[src/design/rset_pkg.sv]
`timescale 1ns / 1ps
package rset_pkg;

  localparam int unsigned ReqW  = 2;
  localparam int unsigned ValW  = 32;
  localparam int unsigned RndW  = 16;
  localparam int unsigned OccW  = 7;
  localparam int unsigned StepW = $clog2(RndW);

  // Request kinds.
  localparam logic [ReqW-1:0] REQ_INSERT = 2'd0;
  localparam logic [ReqW-1:0] REQ_REMOVE = 2'd1;
  localparam logic [ReqW-1:0] REQ_SAMPLE = 2'd2;

  typedef enum logic [2:0] {
    S_IDLE,
    S_SCAN,
    S_RM_RD,
    S_RM_WR,
    S_DIV,
    S_SM_RD,
    S_DONE
  } state_e;

endpackage

[src/design/rset_mod.sv]
`timescale 1ns / 1ps
// Restoring remainder unit: one dividend bit per cycle.
module rset_mod #(
  parameter int unsigned CntW = 7
) (
  input  logic                     clk_i,
  input  logic                     rst_ni,
  input  logic                     start_i,
  input  logic [rset_pkg::RndW-1:0] dividend_i,
  input  logic [CntW-1:0]          divisor_i,
  output logic                     done_o,
  output logic [CntW-1:0]          rem_o
);
  import rset_pkg::*;

  localparam logic [StepW-1:0] LastStep = StepW'(RndW - 1);

  logic              busy_q, done_q;
  logic [StepW-1:0]  step_q;
  logic [RndW-1:0]   dvd_q;
  logic [CntW-1:0]   dvs_q;
  logic [CntW-1:0]   rem_q, rem_d;
  logic [CntW:0]     shifted;

  always_comb begin
    shifted = {rem_q, dvd_q[RndW-1]};
    if (shifted >= {1'b0, dvs_q}) begin
      rem_d = CntW'(shifted - {1'b0, dvs_q});
    end else begin
      rem_d = shifted[CntW-1:0];
    end
  end

  always_ff @(posedge clk_i or negedge rst_ni) begin
    if (!rst_ni) begin
      busy_q <= 1'b0;
      done_q <= 1'b0;
      step_q <= '0;
    end else begin
      done_q <= 1'b0;
      if (start_i) begin
        busy_q <= 1'b1;
        step_q <= '0;
      end else if (busy_q) begin
        step_q <= step_q + 1'b1;
        if (step_q == LastStep) begin
          busy_q <= 1'b0;
          done_q <= 1'b1;
        end
      end
    end
  end

  always_ff @(posedge clk_i) begin
    if (start_i) begin
      dvd_q <= dividend_i;
      dvs_q <= divisor_i;
      rem_q <= '0;
    end else if (busy_q) begin
      dvd_q <= {dvd_q[RndW-2:0], 1'b0};
      rem_q <= rem_d;
    end
  end

  assign done_o = done_q;
  assign rem_o  = rem_q;

endmodule

[src/design/randomized_set_table_top.sv]
`timescale 1ns / 1ps
// Set of distinct 32-bit values kept densely packed in a store with one write port and one read port.
// Input channel (in_valid_i / in_stall_o) carries one request per transfer:
// insert, remove or sample. Output channel (out_valid_o / out_stall_i) returns
// exactly one result per request: ok flag, sampled value, and the member
// count after the request.
// Insert and remove scan the occupied entries one per cycle through the
// store's read port; a remove that hits then does a read and a write to move
// the last entry into the hole. Sample runs a 16-step restoring remainder of
// random_word by count, then one store read. Failures detected up front (full,
// empty, unused kind) go straight to the result stage. One request is in flight
// at a time; in_stall_o is high from the transfer until the result is handed
// to the output register, so the next transfer comes in the cycle after that
// at the earliest.
// The output register holds a result while out_stall_i is high; the block
// already accepts the next request meanwhile, but cannot finish it until the
// register is free.
// Reset clears the member count and all control; store contents need none.
module randomized_set_table_top #(
  parameter int unsigned CAPACITY = 64
) (
  input  logic                             clk_i,
  input  logic                             rst_ni,
  input  logic                             in_valid_i,
  output logic                             in_stall_o,
  input  logic [rset_pkg::ReqW-1:0]        req_type_i,
  input  logic signed [rset_pkg::ValW-1:0] value_i,
  input  logic [rset_pkg::RndW-1:0]        random_word_i,
  output logic                             out_valid_o,
  input  logic                             out_stall_i,
  output logic                             ok_o,
  output logic signed [rset_pkg::ValW-1:0] sample_value_o,
  output logic [rset_pkg::OccW-1:0]        occupancy_o
);
  import rset_pkg::*;

  localparam int unsigned AddrW = $clog2(CAPACITY);
  localparam int unsigned CntW  = $clog2(CAPACITY + 1);
  localparam logic [CntW-1:0] CapC = CntW'(CAPACITY);

  // Member store: one write and one registered read per cycle.
  logic [ValW-1:0]  mem_q [CAPACITY];
  logic             rd_en, wr_en;
  logic [AddrW-1:0] rd_addr, wr_addr;
  logic [ValW-1:0]  wr_data, rd_data_q;

  always_ff @(posedge clk_i) begin
    if (wr_en) begin
      mem_q[wr_addr] <= wr_data;
    end
  end

  always_ff @(posedge clk_i) begin
    if (rd_en) begin
      rd_data_q <= mem_q[rd_addr];
    end
  end

  // Control state.
  state_e          state_q, state_d;
  logic [CntW-1:0] count_q, count_d;
  logic [CntW-1:0] scan_q, scan_d;
  logic            cmp_valid_q, cmp_valid_d;
  logic            out_valid_q, out_valid_d;

  // Request and result payload.
  logic [ReqW-1:0]  kind_q;
  logic [ValW-1:0]  key_q;
  logic [RndW-1:0]  rnd_q;
  logic [AddrW-1:0] cmp_idx_q, pos_q, pos_d;
  logic             res_ok_q, res_ok_d;
  logic [ValW-1:0]  res_val_q, res_val_d;
  logic             ok_q;
  logic [ValW-1:0]  sample_q;
  logic [OccW-1:0]  occ_q;

  logic            accept, load_out, hit;
  logic            div_start, div_done;
  logic [CntW-1:0] div_rem;
  logic [CntW-1:0] last_idx;
  logic [CntW+OccW-1:0] occ_ext;

  assign accept   = in_valid_i && (state_q == S_IDLE);
  assign hit      = cmp_valid_q && (rd_data_q == key_q);
  assign last_idx = count_q - 1'b1;
  assign occ_ext  = {{OccW{1'b0}}, count_q};

  rset_mod #(
    .CntW(CntW)
  ) u_mod (
    .clk_i     (clk_i),
    .rst_ni    (rst_ni),
    .start_i   (div_start),
    .dividend_i(rnd_q),
    .divisor_i (count_q),
    .done_o    (div_done),
    .rem_o     (div_rem)
  );

  always_comb begin
    state_d     = state_q;
    count_d     = count_q;
    scan_d      = scan_q;
    cmp_valid_d = 1'b0;
    pos_d       = pos_q;
    res_ok_d    = res_ok_q;
    res_val_d   = res_val_q;
    rd_en       = 1'b0;
    rd_addr     = scan_q[AddrW-1:0];
    wr_en       = 1'b0;
    wr_addr     = count_q[AddrW-1:0];
    wr_data     = key_q;
    div_start   = 1'b0;
    load_out    = 1'b0;
    out_valid_d = out_valid_q && out_stall_i;

    unique case (state_q)
      S_IDLE: begin
        res_ok_d  = 1'b0;
        res_val_d = '0;
        scan_d    = '0;
        if (accept) begin
          priority if (req_type_i == REQ_INSERT) begin
            state_d = (count_q == CapC) ? S_DONE : S_SCAN;
          end else if (req_type_i == REQ_REMOVE) begin
            state_d = S_SCAN;
          end else if (req_type_i == REQ_SAMPLE) begin
            state_d = (count_q == '0) ? S_DONE : S_DIV;
          end else begin
            state_d = S_DONE;
          end
        end
      end

      S_SCAN: begin
        // Compare the entry read last cycle while the next read is issued.
        priority if (hit) begin
          if (kind_q == REQ_INSERT) begin
            state_d = S_DONE;
          end else begin
            pos_d   = cmp_idx_q;
            state_d = S_RM_RD;
          end
        end else if (scan_q == count_q) begin
          if (kind_q == REQ_INSERT) begin
            wr_en    = 1'b1;
            count_d  = count_q + 1'b1;
            res_ok_d = 1'b1;
          end
          state_d = S_DONE;
        end else begin
          rd_en       = 1'b1;
          cmp_valid_d = 1'b1;
          scan_d      = scan_q + 1'b1;
        end
      end

      S_RM_RD: begin
        rd_en   = 1'b1;
        rd_addr = last_idx[AddrW-1:0];
        state_d = S_RM_WR;
      end

      S_RM_WR: begin
        // Move the last entry into the hole.
        wr_en    = 1'b1;
        wr_addr  = pos_q;
        wr_data  = rd_data_q;
        count_d  = last_idx;
        res_ok_d = 1'b1;
        state_d  = S_DONE;
      end

      S_DIV: begin
        div_start = (scan_q == '0);
        scan_d    = {{(CntW-1){1'b0}}, 1'b1};
        if (div_done) begin
          rd_en   = 1'b1;
          rd_addr = div_rem[AddrW-1:0];
          state_d = S_SM_RD;
        end
      end

      S_SM_RD: begin
        res_ok_d  = 1'b1;
        res_val_d = rd_data_q;
        state_d   = S_DONE;
      end

      S_DONE: begin
        if (!out_valid_q || !out_stall_i) begin
          load_out    = 1'b1;
          out_valid_d = 1'b1;
          state_d     = S_IDLE;
        end
      end

      default: state_d = S_IDLE;
    endcase
  end

  always_ff @(posedge clk_i or negedge rst_ni) begin
    if (!rst_ni) begin
      state_q     <= S_IDLE;
      count_q     <= '0;
      scan_q      <= '0;
      cmp_valid_q <= 1'b0;
      out_valid_q <= 1'b0;
    end else begin
      state_q     <= state_d;
      count_q     <= count_d;
      scan_q      <= scan_d;
      cmp_valid_q <= cmp_valid_d;
      out_valid_q <= out_valid_d;
    end
  end

  always_ff @(posedge clk_i) begin
    if (accept) begin
      kind_q <= req_type_i;
      key_q  <= value_i;
      rnd_q  <= random_word_i;
    end
    cmp_idx_q <= scan_q[AddrW-1:0];
    pos_q     <= pos_d;
    res_ok_q  <= res_ok_d;
    res_val_q <= res_val_d;
    if (load_out) begin
      ok_q     <= res_ok_q;
      sample_q <= res_val_q;
      occ_q    <= occ_ext[OccW-1:0];
    end
  end

  assign in_stall_o     = (state_q != S_IDLE);
  assign out_valid_o    = out_valid_q;
  assign ok_o           = ok_q;
  assign sample_value_o = sample_q;
  assign occupancy_o    = occ_q;

  a_count_bound: assert property (@(posedge clk_i) disable iff (!rst_ni)
    count_q <= CapC)
    else $error("member count above capacity");

  a_count_step: assert property (@(posedge clk_i) disable iff (!rst_ni)
    (count_q != $past(count_q)) |->
      (count_q == $past(count_q) + 1'b1 || count_q + 1'b1 == $past(count_q)))
    else $error("member count moved by more than one");

  a_fail_zero: assert property (@(posedge clk_i) disable iff (!rst_ni)
    (out_valid_o && !ok_o) |-> (sample_value_o == '0))
    else $error("failed request carries a nonzero sample");

  a_write_state: assert property (@(posedge clk_i) disable iff (!rst_ni)
    wr_en |-> (state_q == S_SCAN || state_q == S_RM_WR))
    else $error("store written outside insert or remove");

endmodule

[config.mk]
export PLATFORM = sky130hd
export DESIGN_NAME = randomized_set_table_top
export DESIGN_NICKNAME = d
export VERILOG_FILES = /design/src/design/rset_pkg.sv /design/src/design/rset_mod.sv /design/src/design/randomized_set_table_top.sv
export SDC_FILE = /design/constraint.sdc
export NUM_CORES = 2
export LEC_CHECK = 0
export BUFFER_PORTS_ARGS = -buffer_cell sky130_fd_sc_hd__buf_2
export CORE_UTILIZATION = 45
export CTS_CLUSTER_DIAMETER = 80
export DETAILED_ROUTE_END_ITERATION = 8
export GPL_TIMING_DRIVEN = 1
export HOLD_SLACK_MARGIN = 0.05
export SYNTH_ARGS = -nofsm -noshare
export SYNTH_HDL_FRONTEND = slang
export SYNTH_SLANG_ARGS = --single-unit
[constraint.sdc]
create_clock -name clk_i -period 8.8 [get_ports clk_i]
set_input_delay 0.88 -clock clk_i [delete_from_list [all_inputs] [get_ports clk_i]]
set_output_delay 0.88 -clock clk_i [all_outputs]
set_load 0.03 [all_outputs]
==> impl_metrics.tcl <==
set metrics [dict create \
    outcome "finished, final reports clean" \
    grt_pass1_vias 51700 \
    place_area_sq_um 93400 \
    path_cells "nor3b_2, a22o_1, a21oi_2, buf_4, nor2_4, buf_4, buf_4, nand3_1, nand4_1, nor3b_1, and4b_1" \
    yosys_most_used_dff "edfxtp_1" \
    crit_arrival_ps 6220 \
    rows 163 \
    synth.cell_area_sq_um 89200 \
    fin_crit_sh_pct 63.7 \
    die-area_sq_um 200000 \
    drive_above_1_share_pct 10.5 \
    boundaryPins 96 \
    whs_ps 199 \
    finClkSkew_ps 50.4 \
    worstMarginPinSlew_ps 1420 \
    htree_levels 4 \
    crit_fanout 48 \
    grt_usage_pct 25.5 \
    area_growth_pct 12.5 \
    ys_seq_elements 2270 \
    slew_viol_final 0 \
    layout.cells.non_filler 9306 \
    clk_pin_slew_ps 60 \
    cp_common_cell "buf_4" \
    drc_errors 0 \
    setup_slack_ps 3190 \
    min-delay-path-class "in -> reg" \
    gp_congestion 0.869 \
    p_sw_mw 14.8 \
    grt_max_degree 171 \
    antenna_found_initial 21 \
    syn_avg_cell_area_sq_um 13.9 \
    post-place-cells 8893 \
    fin_nets 6550 \
    finalHoldViolCount 0 \
    drtPass1Iterations 6 \
    p_clk_share_pct 24.4 \
    grt_pass1_wl_microns 369000 \
    ys_types 84 \
    via_per_inst 5.91 \
    cpMaxStageDelayCell "dfrtp_1" \
    portBuffers 95 \
    place_hpwl_microns 140000 \
    vias 55000 \
    finalSetupViolations 0 \
    critPathCaptureType "flip-flop" \
    required_ps 9410 \
    p_leak_nw 33.4 \
    period_minus_slack_ps 5610 \
    drt-total-wl_microns 258000 \
    synth_warnings 0 \
    die_h_microns 447 \
    maxCapViolations 0 \
    cts_buffers 226 \
    place_ws_ps 3260 \
    grt_remaining_overflow 0 \
    die_w_microns 447 \
    detail_route.wl_per_cell_microns 27.7 \
    initial_core_util_pct 45.2 \
    clock_path_buffers 3 \
    clock-sinks 2270 \
    cts-root-buf "clkbuf_16" \
    p_int_mw 22.6 \
    syn_nets 6467 \
    share_comb_of_total_power_pct 37.0 \
    worst-setup-path-type "reg -> reg" \
    ant_nets 0 \
    synth-edff-count 2232 \
    timing.fmax_mhz 178 \
    synthCells 6399 \
    switching_share_pct 39.6 \
    cts_tree "yes" \
    drt_iter0_drc 6882 \
    power_density_nw_per_um2 373 \
    rsz0062_at_grt "false" \
    stdcell_area_sq_um 100000 \
    final.setup.tns_ps 0 \
    fp.coreArea_sq_um 197000 \
    max_stage_delay_ps 870 \
    clock_latency_ps 860 \
    peakVddDrop_uv 476 \
    cp-start-kind "flip-flop" \
    post_cts.repair.setup_buffers 0 \
    seq_power_share_pct 38.6 \
    yosysSeqAreaShare_pct 76.1 \
    slew_headroom_pct 5.28 \
    synthArstFlopShare_pct 1.10 \
]
## power groups by stage
stage / clock, mW / combinational, mW / sequential [mW]
after detailed placement: 0 / 13.7 / 14.7
after global placement: 0 / 13.5 / 14.6
final: 9.16 / 13.9 / 14.5
after global routing: 9.68 / 14.8 / 14.5
after floorplan: 0 / 8.53 / 14.4
after CTS: 9.27 / 13.7 / 14.4
## routing by layer
| layer | track usage (%) | routed length, microns | vias up |
|---|---|---|---|
| li1 | - | - | 24000 |
| met1 | 36.1 | 106000 | 27900 |
| met2 | 40.4 | 121000 | 2704 |
| met3 | 4.37 | 23800 | 388 |
| met4 | 7.99 | 7490 | 8 |
| met5 | 0 | 55 | - |
## synthesized netlist by cell type (15+ instances only)
master / count / share of area (%)
a22oi_1: 67 / 0.56
nand4_1: 43 / 0.30
and3_1: 45 / 0.32
o21ai_0: 18 / 0.10
nand2_1: 1737 / 7.3
a21boi_0: 37 / 0.31
dfrtp_1: 25 / 0.70
a21boi_1: 20 / 0.17
buf_2: 104 / 0.58
o22ai_1: 39 / 0.27
buf_1: 59 / 0.25
a32oi_1: 94 / 0.92
a21oi_1: 233 / 1.3
edfxtp_1: 2232 / 75
nor3b_1: 36 / 0.30
clkbuf_1: 220 / 0.93
a31oi_1: 120 / 0.84
nand3_1: 513 / 2.9
xor2_1: 15 / 0.15
xnor2_1: 44 / 0.43
o221ai_1: 30 / 0.29
inv_1: 21 / 0.088
and4b_1: 29 / 0.33
a311oi_1: 31 / 0.30
nor3_1: 65 / 0.36
mux2i_1: 202 / 2.3
nor2_1: 109 / 0.46
and2_1: 36 / 0.25
## flip-flops by register name (all words and copies together) (netlist names), 6 cells and up
register and count:
rd_data_q 32, count_q 7, pos_q 6, u_mod.dvd_q 16
scan_q 7, res_val_q 32, mem_q 2048, occupancy_o 7
cmp_idx_q 6, u_mod.rem_o 7, rnd_q 16, key_q 32
u_mod.dvs_q 7, sample_value_o 32
## cell usage in the layout (no fill, tap or decap), types with 45 or more instances in the layout
cell	Yosys	layout
clkbuf_1	220	52
buf_4	12	143
a32oi_1	94	94
a31oi_1	120	120
nor2_4	0	69
buf_2	104	95
a22oi_1	67	67
nor3_1	65	62
clkbuf_16	0	228
clkinv_1	0	51
nand3_1	513	511
mux2i_1	202	202
nand2_1	1737	1703
edfxtp_1	2232	2232
and3_1	45	45
a21oi_1	233	233
## final timing paths
path | slack [ps] | to | depth (start not counted) | startpoint
max in group asynchronous | 7780 | u_mod.step_q[2]$_DFFE_PN0P_ | 2 | rst_ni
setup / recovery | 3190 | rd_data_q[15]$_DFFE_PP_ | 11 | state_q[1]$_DFFE_PN0P_
hold reg to reg | 410 | pos_q[3]$_DFFE_PP_ | 0 | cmp_idx_q[3]$_DFF_P_
hold / removal | 200 | key_q[13]$_DFFE_PP_ | 1 | value_i[13]
min in group asynchronous | 590 | count_q[4]$_DFFE_PN0P_ | 2 | rst_ni
setup reg to reg | 3190 | rd_data_q[15]$_DFFE_PP_ | 11 | state_q[1]$_DFFE_PN0P_
## per-stage QoR
stage	utilization, %	power, mW
finish	50.9	37.5
global route	50.9	38.9
CTS	50.9	37.4
detailed placement	47.4	28.3
global placement	47.4	28.2
floorplan	-	22.9
## what timing repair did
action | 4_1_cts | 5_1_grt
hold endpoints to repair | 25 | 0
resized for setup | 0 | 0
hold buffers | 1 | 0
## cell families after synthesis
logic type	Yosys count	share of synthesized area, %
and+or+nand+nor	2677	13.1
DFF	2270	76.1
AOI/OAI and AO/OA	754	5.75
buffers and inverters	420	2.00
muxes	205	2.30
xor gates and xnor gates	59	0.579
adders and majority gates	14	0.205
## area by class of cell
type | instances | area, sq um
Antenna cell | 9 | 22.5
Clock buffer | 280 | 5900
Clock inverter | 123 | 1040
Fill cell | 16400 | 96900
Inverter | 21 | 78.8
Multi-Input combinational cell | 3709 | 20200
Sequential cell | 2270 | 67900
Tap cell | 2640 | 3300
Timing Repair Buffer | 254 | 1860
## critical path: cells and delay by family, from the launching register on
family | cells | cell delay, ps
and+or+nand+nor | 6 | 2440
DFF | 1 | 870
buffers and inverters | 3 | 1680
AOI/OAI and AO/OA | 2 | 290
Power figures use the tool's default switching activity.
